File: config.mk
export PLATFORM = sky130hd
export DESIGN_NAME = cidr_rule_last_match_filter_core
export DESIGN_NICKNAME = d
export VERILOG_FILES = /design/src/sv/crlmf_pkg.sv /design/src/sv/crlmf_rule_ram.sv /design/src/sv/cidr_rule_last_match_filter_core.sv
export SDC_FILE = /design/constraint.sdc
export NUM_CORES = 2
export LEC_CHECK = 0
export BUFFER_PORTS_ARGS = -buffer_cell sky130_fd_sc_hd__buf_2
export CAP_MARGIN = 20
export CELL_PAD_IN_SITES_DETAIL_PLACEMENT = 0
export CELL_PAD_IN_SITES_GLOBAL_PLACEMENT = 1
export CORE_UTILIZATION = 35
export CTS_CLUSTER_DIAMETER = 200
export DETAILED_ROUTE_END_ITERATION = 10
export HOLD_SLACK_MARGIN = 0.05
export PLACE_DENSITY = 0.62
export SETUP_SLACK_MARGIN = 0.02
export SLEW_MARGIN = 25
export SYNTH_ARGS = -nofsm -noshare
export SYNTH_HDL_FRONTEND = slang
export SYNTH_HIERARCHICAL = 1
export SYNTH_MEMORY_MAX_BITS = 65536
export SYNTH_SLANG_ARGS = --single-unit
File: constraint.sdc
create_clock -name aclk -period 20.2 [get_ports aclk]
set_input_delay 4.04 -clock aclk [delete_from_list [all_inputs] [get_ports aclk]]
set_output_delay 4.04 -clock aclk [all_outputs]
set_load 0.02 [all_outputs]
File: src/sv/crlmf_pkg.sv
package crlmf_pkg;

    localparam int ADDR_W = 32;
    localparam int HELD_W = 7;

    localparam logic OP_APPEND = 1'b0;
    localparam logic OP_CHECK  = 1'b1;

    localparam logic STATUS_DONE = 1'b0;
    localparam logic STATUS_FULL = 1'b1;

    typedef enum logic [1:0] {
        ST_IDLE,
        ST_SCAN,
        ST_FINISH
    } crlmf_state_t;

    // A rule is stored as its inclusive address range and its mode.
    typedef struct packed {
        logic [ADDR_W-1:0] lo;
        logic [ADDR_W-1:0] hi;
        logic              allow;
    } rule_entry_t;

endpackage

File: src/sv/crlmf_rule_ram.sv
module crlmf_rule_ram
    import crlmf_pkg::*;
#(
    parameter int DEPTH  = 64,
    parameter int IDX_W  = 6
) (
    input  logic             aclk,
    input  logic             wr_en,
    input  logic [IDX_W-1:0] wr_addr,
    input  rule_entry_t      wr_data,
    input  logic             rd_en,
    input  logic [IDX_W-1:0] rd_addr,
    output rule_entry_t      rd_data
);

    rule_entry_t mem [DEPTH];
    rule_entry_t rd_data_reg;

    always_ff @(posedge aclk) begin
        if (wr_en) begin
            mem[wr_addr] <= wr_data;
        end
        if (rd_en) begin
            rd_data_reg <= mem[rd_addr];
        end
    end

    assign rd_data = rd_data_reg;

endmodule

File: src/sv/cidr_rule_last_match_filter_core.sv
// An append item, or a check on an empty table, goes from the idle state straight to the
// finish state; a check over N stored rules passes through the scan state first.
// The rule memory is read one entry per cycle, and the block takes the next item only
// after the result of the last one is loaded into the output register.
// Reset is synchronous and active low; it clears the rule count, the state, the scan flags and the output valid flag.
// The rule memory itself is not cleared, since only entries below the rule count are read.
module cidr_rule_last_match_filter_core
    import crlmf_pkg::*;
#(
    parameter int MAX_RULES = 64
) (
    input  logic              aclk,
    input  logic              aresetn,
    input  logic              s_valid,
    output logic              s_ready,
    input  logic              s_opcode,
    input  logic [ADDR_W-1:0] s_address,
    input  logic [ADDR_W-1:0] s_mask,
    input  logic              s_allow,
    output logic              m_valid,
    input  logic              m_ready,
    output logic              m_verdict,
    output logic              m_status,
    output logic [HELD_W-1:0] m_rules_held
);

    localparam int CNT_W = $clog2(MAX_RULES + 1);
    localparam int IDX_W = (MAX_RULES > 1) ? $clog2(MAX_RULES) : 1;

    crlmf_state_t state_reg, state_next;

    logic [CNT_W-1:0]  count_reg, count_next;
    logic [IDX_W-1:0]  scan_idx_reg, scan_idx_next;
    logic              issue_done_reg, issue_done_next;
    logic              rd_valid_reg, rd_valid_next;
    logic              rd_last_reg, rd_last_next;
    logic [ADDR_W-1:0] query_reg, query_next;
    logic              verdict_reg, verdict_next;
    logic              status_reg, status_next;
    logic              m_valid_reg, m_valid_next;
    logic              m_verdict_reg;
    logic              m_status_reg;
    logic [HELD_W-1:0] m_rules_held_reg;

    logic        accept;
    logic        issue;
    logic        load_out;
    logic        table_full;
    logic        last_issue;
    logic        rule_wr_en;
    rule_entry_t rule_wr_data;
    rule_entry_t rule_rd_data;
    logic        rule_match;

    assign table_full = (count_reg == CNT_W'(MAX_RULES));
    assign last_issue = (CNT_W'(scan_idx_reg) == (count_reg - CNT_W'(1)));
    assign rule_match = (query_reg >= rule_rd_data.lo) && (query_reg <= rule_rd_data.hi);

    assign rule_wr_en        = accept && (s_opcode == OP_APPEND) && !table_full;
    assign rule_wr_data.lo   = s_address & s_mask;
    assign rule_wr_data.hi   = s_address | ~s_mask;
    assign rule_wr_data.allow = s_allow;

    crlmf_rule_ram #(
        .DEPTH (MAX_RULES),
        .IDX_W (IDX_W)
    ) u_rule_ram (
        .aclk    (aclk),
        .wr_en   (rule_wr_en),
        .wr_addr (count_reg[IDX_W-1:0]),
        .wr_data (rule_wr_data),
        .rd_en   (issue),
        .rd_addr (scan_idx_reg),
        .rd_data (rule_rd_data)
    );

    always_comb begin
        s_ready  = 1'b0;
        issue    = 1'b0;
        load_out = 1'b0;
        unique case (state_reg)
            ST_IDLE: begin
                s_ready = 1'b1;
            end
            ST_SCAN: begin
                issue = !issue_done_reg;
            end
            ST_FINISH: begin
                load_out = !m_valid_reg || m_ready;
            end
            default: begin
                s_ready = 1'b0;
            end
        endcase
        accept = s_valid && s_ready;
    end

    always_comb begin
        state_next = state_reg;
        unique case (state_reg)
            ST_IDLE: begin
                if (accept) begin
                    if ((s_opcode == OP_CHECK) && (count_reg != '0)) begin
                        state_next = ST_SCAN;
                    end else begin
                        state_next = ST_FINISH;
                    end
                end
            end
            ST_SCAN: begin
                if (rd_valid_reg && rd_last_reg) begin
                    state_next = ST_FINISH;
                end
            end
            ST_FINISH: begin
                if (load_out) begin
                    state_next = ST_IDLE;
                end
            end
            default: begin
                state_next = ST_IDLE;
            end
        endcase
    end

    always_comb begin
        count_next      = count_reg;
        scan_idx_next   = scan_idx_reg;
        issue_done_next = issue_done_reg;
        query_next      = query_reg;
        verdict_next    = verdict_reg;
        status_next     = status_reg;
        rd_valid_next   = issue;
        rd_last_next    = issue && last_issue;
        m_valid_next    = m_valid_reg;

        if (accept) begin
            query_next      = s_address;
            verdict_next    = 1'b0;
            status_next     = STATUS_DONE;
            scan_idx_next   = '0;
            issue_done_next = 1'b0;
            if (s_opcode == OP_APPEND) begin
                if (table_full) begin
                    status_next = STATUS_FULL;
                end else begin
                    count_next = count_reg + CNT_W'(1);
                end
            end
        end

        if (issue) begin
            if (last_issue) begin
                issue_done_next = 1'b1;
            end else begin
                scan_idx_next = scan_idx_reg + IDX_W'(1);
            end
        end

        if (rd_valid_reg && rule_match) begin
            verdict_next = rule_rd_data.allow;
        end

        if (load_out) begin
            m_valid_next = 1'b1;
        end else if (m_ready) begin
            m_valid_next = 1'b0;
        end
    end

    always_ff @(posedge aclk) begin
        if (!aresetn) begin
            state_reg      <= ST_IDLE;
            count_reg      <= '0;
            issue_done_reg <= 1'b0;
            rd_valid_reg   <= 1'b0;
            rd_last_reg    <= 1'b0;
            m_valid_reg    <= 1'b0;
        end else begin
            state_reg      <= state_next;
            count_reg      <= count_next;
            issue_done_reg <= issue_done_next;
            rd_valid_reg   <= rd_valid_next;
            rd_last_reg    <= rd_last_next;
            m_valid_reg    <= m_valid_next;
        end
    end

    always_ff @(posedge aclk) begin
        scan_idx_reg <= scan_idx_next;
        query_reg    <= query_next;
        verdict_reg  <= verdict_next;
        status_reg   <= status_next;
        if (load_out) begin
            m_verdict_reg    <= verdict_reg;
            m_status_reg     <= status_reg;
            m_rules_held_reg <= HELD_W'(count_reg);
        end
    end

    assign m_valid      = m_valid_reg;
    assign m_verdict    = m_verdict_reg;
    assign m_status     = m_status_reg;
    assign m_rules_held = m_rules_held_reg;

endmodule

Yosys cells after proc, flatten, opt, wreduce, memory -nomap -nowiden
Memory sizes are Yosys's and may differ from the RTL's. A register that Yosys moved wholly into a read port is not among the register bits.
Index checks and enable logic that the tools add are counted.
{ "totals": {"ff_bits": 62, "latch_bits": 0, "ramBits": 4160, "rom_bits": 0, "input_bits": 70, "output_inout_bits": 11, "word_cells": 70, "n_memories": 1} }
{ "mem_list": {"columns": ["memory", "depth", "width", "read_ports", "rd_clocked_by_memory_dff", "write_ports", "line_no", "source"], "rows": [
  ["u_rule_ram.mem", 64, 65, 1, 1, 1, "crlmf_rule_ram.sv:16", "rule_entry_t mem [DEPTH];"]
]} }
{ "classes": {"n_addsub": 3, "n_mul": 0, "div_mod_pow": 0, "order_cmp": 2, "eq_ne": 7, "shifts": 0, "muxes": 21, "n_bitwise": 5, "reduce_logical": 18} }
{ "op_table": {"columns": ["operator", "count"], "rows": [
  ["$and A32 B32 Y32", 1],
  ["$ge A32 B32 Y1", 1],
  ["$le A32 B32 Y1", 1],
  ["$not A32 Y32", 1],
  ["$or A32 B32 Y32", 1],
  ["$mux W6", 3],
  ["$mux W1", 13],
  ["$logic_and A1 B1 Y1", 8],
  ["$mux W2", 4],
  ["$add A7 B1 Y7 const B", 1],
  ["$eq A6 B7 Y1", 1],
  ["$eq A7 B7 Y1 const B", 1],
  ["$reduce_bool A7 Y1", 1],
  ["$sub A7 B1 Y7 const B", 1],
  ["$add A6 B1 Y6 const B", 1],
  ["$ne A2 B2 Y1 const B", 3],
  ["$pmux W2 S3", 1],
  ["$reduce_and A3 Y1", 2],
  ["$reduce_bool A2 Y1", 2],
  ["$logic_not A1 Y1", 3],
  ["$eq A2 B1 Y1 const B", 1],
  ["$eq A2 B2 Y1 const B", 1],
  ["$logic_not A2 Y1", 1],
  ["$not A1 Y1", 2],
  ["$logic_or A1 B1 Y1", 1]
]} }

Logic depth before layout (Yosys ltp)
{ "logic_depth": {"ltp_word": 7, "depth_mapped": 9, "mapped_depth_nobuf": 8} }

Modules after synthesis
Netlist, hierarchy kept.
{ "modules_own_cells": {"columns": ["mod", "n_inst", "cells_each", "area_per_inst_um2", "seq_area_each_um2"], "rows": [
  ["crlmf_rule_ram", 1, 6606, 158981.2, 126871.7],
  ["cidr_rule_last_match_filter_core", 1, 469, 4431.8, 1671.6]
]} }

Worst setup path after synthesis
Ideal clock, no wire load.
{ "synth_timing": {"path_type": "input to register", "from": "in s_valid", "to": "mem u_rule_ram/mem[49][0] in the netlist's numbering (enable)", "setup_ns": 0.567, "arrival_time_ns": 9.899, "t_required_ns": 19.633, "setup_slack_ns": 9.734, "stages": 7, "path_buffers": 2, "path_cell_list": "or3b_2 clkbuf_1 nor2_1 and2_1 clkbuf_1 nand4_1 nor3_1"} }
{ "synth_between": {"elab_chain_len": 5} }
{ "synth_rtl": {"columns": ["element", "line_no", "source"], "rows": [
  ["start: declaration", "cidr_rule_last_match_filter_core.sv:14", "input logic s_valid,"],
  ["$logic_and A1 B1 Y1", "cidr_rule_last_match_filter_core.sv:95", "accept = s_valid && s_ready;"],
  ["$logic_and A1 B1 Y1 (2 in series)", "cidr_rule_last_match_filter_core.sv:59", "assign rule_wr_en = accept && (s_opcode == OP_APPEND) && !table_full;"],
  ["named net rule_wr_en", "cidr_rule_last_match_filter_core.sv:50", "logic rule_wr_en;"],
  ["$mux W1", "crlmf_rule_ram.sv:20", "if (wr_en) begin"],
  ["$mux W1 (implied by the code)", "crlmf_rule_ram.sv:21", "mem[wr_addr] <= wr_data;"],
  ["end: declaration", "crlmf_rule_ram.sv:16", null]
]} }
The timed path passes the listed nets, and every way through them passes these cells.

Worst setup path after layout
{ "layout_timing": {"from": "in s_valid", "to": "mem u_rule_ram/mem[46][58] in the netlist's numbering (enable)"} }
{ "layout_between": {"elab_chain_len": 5} }
{ "layout_rtl": {"columns": ["element", "line_no"], "rows": [
  ["$logic_and A1 B1 Y1", "cidr_rule_last_match_filter_core.sv:95"],
  ["$logic_and A1 B1 Y1 (2 in series)", "cidr_rule_last_match_filter_core.sv:59"],
  ["$mux W1", "crlmf_rule_ram.sv:20"],
  ["$mux W1 (implied by the code)", "crlmf_rule_ram.sv:21"]
]} }
Every way passes these cells.

==> metrics.yaml <==
route:
  drc: 0
  routedWlPerCell_um: 34.04
  firstDrtPassIters: 6
  drt_iter0_markers: 9526
  drt_wl_total_mm: 475.2
  viasPerCell: 5.644
  ant_nets: 0
  vias: 78790
min_path:
  hold_path_class: "flip-flop to flip-flop"
floorplan:
  io_pins: 81
  die_y_um: 685.3
  die_w_um: 685.3
  initial_core_util: 0.3520
  rows: 250
  dieArea_um2: 469600
  coreArea_um2: 464200
clock_network:
  cts.clk_slew.worst_paths_ns: 0.06
  cts_setup_buffers: 0
  hold_buffers: 0
  cts.htree.levels: 5
  clock_path_buffers: 4
  cts_buffers: 421
  cts_tree: "built"
  cts_sinks: 4287
  cts_resized: 0
  cts-root-buf: "clkbuf_16"
  worstSkewPairLatency_ns: 1.02
finish:
  final_util: 0.4004
  fin_cells: 13960
  largest_register_ffs: 4160
  layout.nets: 7568
  synthToLayoutAreaGrowth_pct: 13.74
  final_layout_size_suffix_gt1_frac: 0.2695
power:
  clockPowerShare: 0.400
  leakage_nw: 55.56
  cellPowerDensity_nw_per_um2: 101.9
  ir_drop_mv: 0.07424
  p_int_w: 0.01469
  switching_share: 0.2245
  combPwrFrac: 0.080
  power.share.sequential: 0.520
  power.net_switching_w: 0.004252
yosys:
  netlist_area_um2: 163400
  yosysWarnings: 6
  synth_cell_types: 55
  synth_edf_count: 4268
  synth_seq_area_share: 0.7866
  synth_fp_nets: 7213
  synthCells: 7075
  async_reset_ff_frac: 0
  synth_top_flop_cell: "edfxtp_1"
  syn_avg_cell_area_um2: 23.10
  synth-seq-cells: 4287
global_routing:
  grt_usage: 0.1986
  met2_usage: 0.3322
  met3_usage: 0.02684
  grt_first_pass_wirelength_mm: 653.7
  grt_max_degree: 98
  antenna_found_initial: 28
  grt_pass1_vias: 78790
  grt_overflow: 0
  top_usage_layer: "met2"
  met1_usage: 0.2642
timing:
  worst_pin_slew_ns: 1.217
  slew_violations: 0
  finalSetupViolations: 0
  setup_ws_ns: 12.21
  finalHoldViolCount: 0
  fmax_ghz: 0.1252
  finalCritPeriodShare: 0.3955
  hold-worst-slack_ns: 0.5064
  skew_ns: 0.08128
  period_needed_ns: 7.989
  rsz0062_at_grt: "no"
  relSlewSlack: 0.1835
  tns_ns: 0
critical_path:
  cp.arrival_ns: 8.56
  crit_type: "input pin to flip-flop"
  cp_slowest_cell: "nor2_4"
  critPathMaxFanout: 42
  endpoint_kind: "flip-flop"
  cpPeakStageDelay_ns: 1.02
  cp_cell_sequence: "buf_2 > or3b_2 > nor2_1 > and2_1 > nor2b_1 > nand3_1 > nor2_4 > buf_4"
  required_ns: 20.77
  start_kind: "input pin"
flow_run:
  drv_cap: 0
place:
  place_ws_ns: 11.23
  portBuffers: 80
  gp_congestion: 0.8426
  dpl.hpwl_mm: 282.6
  dp_cells: 13180
outcome:
  status: "completed"
worst paths after layout:
kind	from	to	slack [ns]	cells past startpoint
hold / removal	status_reg$_SDFFCE_PP0P_	m_status$_DFFE_PP_	0.51	0
setup reg to reg	scan_idx_reg[1]$_DFF_P_	u_rule_ram/rd_data[37]$_DFFE_PP_	14.24	8
setup / recovery	s_valid	u_rule_ram/mem[46][58]$_DFFE_PP_	12.21	8
hold reg to reg	status_reg$_SDFFCE_PP0P_	m_status$_DFFE_PP_	0.51	0
power by group through the flow:
stage | clock, W | sequential, W | combinational, W
floorplan | 0 | 0.0100 | 0.00109
global placement | 0 | 0.0100 | 0.00153
detailed placement | 0 | 0.0100 | 0.00155
CTS | 0.00769 | 0.00985 | 0.00156
global route | 0.00800 | 0.00984 | 0.00161
finish | 0.00757 | 0.00985 | 0.00152
layout by cell type, fill, tap and decap left out, types with 11 or more instances in the layout:
cell,count
mux4_2,1040
nand4_1,15
nor2b_1,11
nand2_1,30
diode_2,11
o21ai_0,15
buf_12,17
clkbuf_16,427
nor2_4,64
clkbuf_1,77
nand3b_1,25
edfxtp_1,4268
buf_2,80
a22oi_1,261
a21oi_1,28
o221ai_1,47
buf_4,207
clkinv_2,76
inv_1,67
bufinv_16,26
clkinvlp_4,26
clkinv_1,112
nand2b_1,12
nand2b_4,26
o211a_1,66
ha_1,68
a211oi_1,66
nor2_1,62
o22ai_1,131
nand3_1,122
and2_1,13
and2_4,22
buf_16,11
dfxtp_1,14
mux2i_1,105
per-layer routing:
layer | vias to the layer above | routed length [um]
met5 | - | 72
met4 | 10 | 21300
met3 | 688 | 33950
met2 | 3525 | 234800
met1 | 43390 | 185000
li1 | 31170 | -
kinds of logic after synthesis:
| group | count (synthesis) | synth area share |
|---|---|---|
| multiplexers | 1146 | 0.1498 |
| buffers and inverters | 452 | 0.01344 |
| AND/OR/NAND/NOR | 463 | 0.01466 |
| XOR/XNOR | 13 | 0.0007887 |
| flip-flops | 4287 | 0.7866 |
| AO/OA/AOI/OAI | 646 | 0.02946 |
| adder cells (fa/ha/maj) | 68 | 0.005207 |
Yosys cell counts (all sizes together) (9+ instances only):
cell type | n | area share
a211oi | 66 | 0.0030
a21o | 10 | 0.00046
a21oi | 28 | 0.00086
a22oi | 261 | 0.012
and2 | 46 | 0.0018
buf | 258 | 0.0090
clkbuf | 126 | 0.0029
dfxtp | 19 | 0.0023
edfxtp | 4268 | 0.78
ha | 68 | 0.0052
inv | 68 | 0.0016
mux2i | 105 | 0.0064
mux4 | 1040 | 0.14
nand2 | 32 | 0.00074
nand2b | 48 | 0.0018
nand3 | 123 | 0.0038
nand3b | 25 | 0.0011
nand4 | 15 | 0.00057
nor2 | 126 | 0.0029
nor2b | 16 | 0.00061
o211a | 66 | 0.0040
o21ai | 16 | 0.00049
o221ai | 47 | 0.0025
o22ai | 132 | 0.0051
xnor2 | 9 | 0.00048
final cells by class:
cell class                 instances  area [um2]
clock buffer                     506       11000
clock inverter                   263        2157
tap                             6174        7725
timing repair buffer             316        2609
multi-input combinational       2336       33530
fill                           40530      278300
inverter                          68       255.2
sequential                      4287      128600
antenna                           11       27.53
critical path, delay by kind of cell:
| kind | cells | cell delay [ns] |
|---|---|---|
| and+or+nand+nor | 6 | 3.54 |
| buffers and inverters | 2 | 0.81 |
per-stage QoR:
stage | instance area, um2 | total power (W)
after CTS | 185800 | 0.01909
after global routing | 185800 | 0.01945
after detailed placement | 172600 | 0.01159
final | 185900 | 0.01894
after floorplan | 163400 | 0.01110
after global placement | 172300 | 0.01157
(Power assumes the default switching activity.)
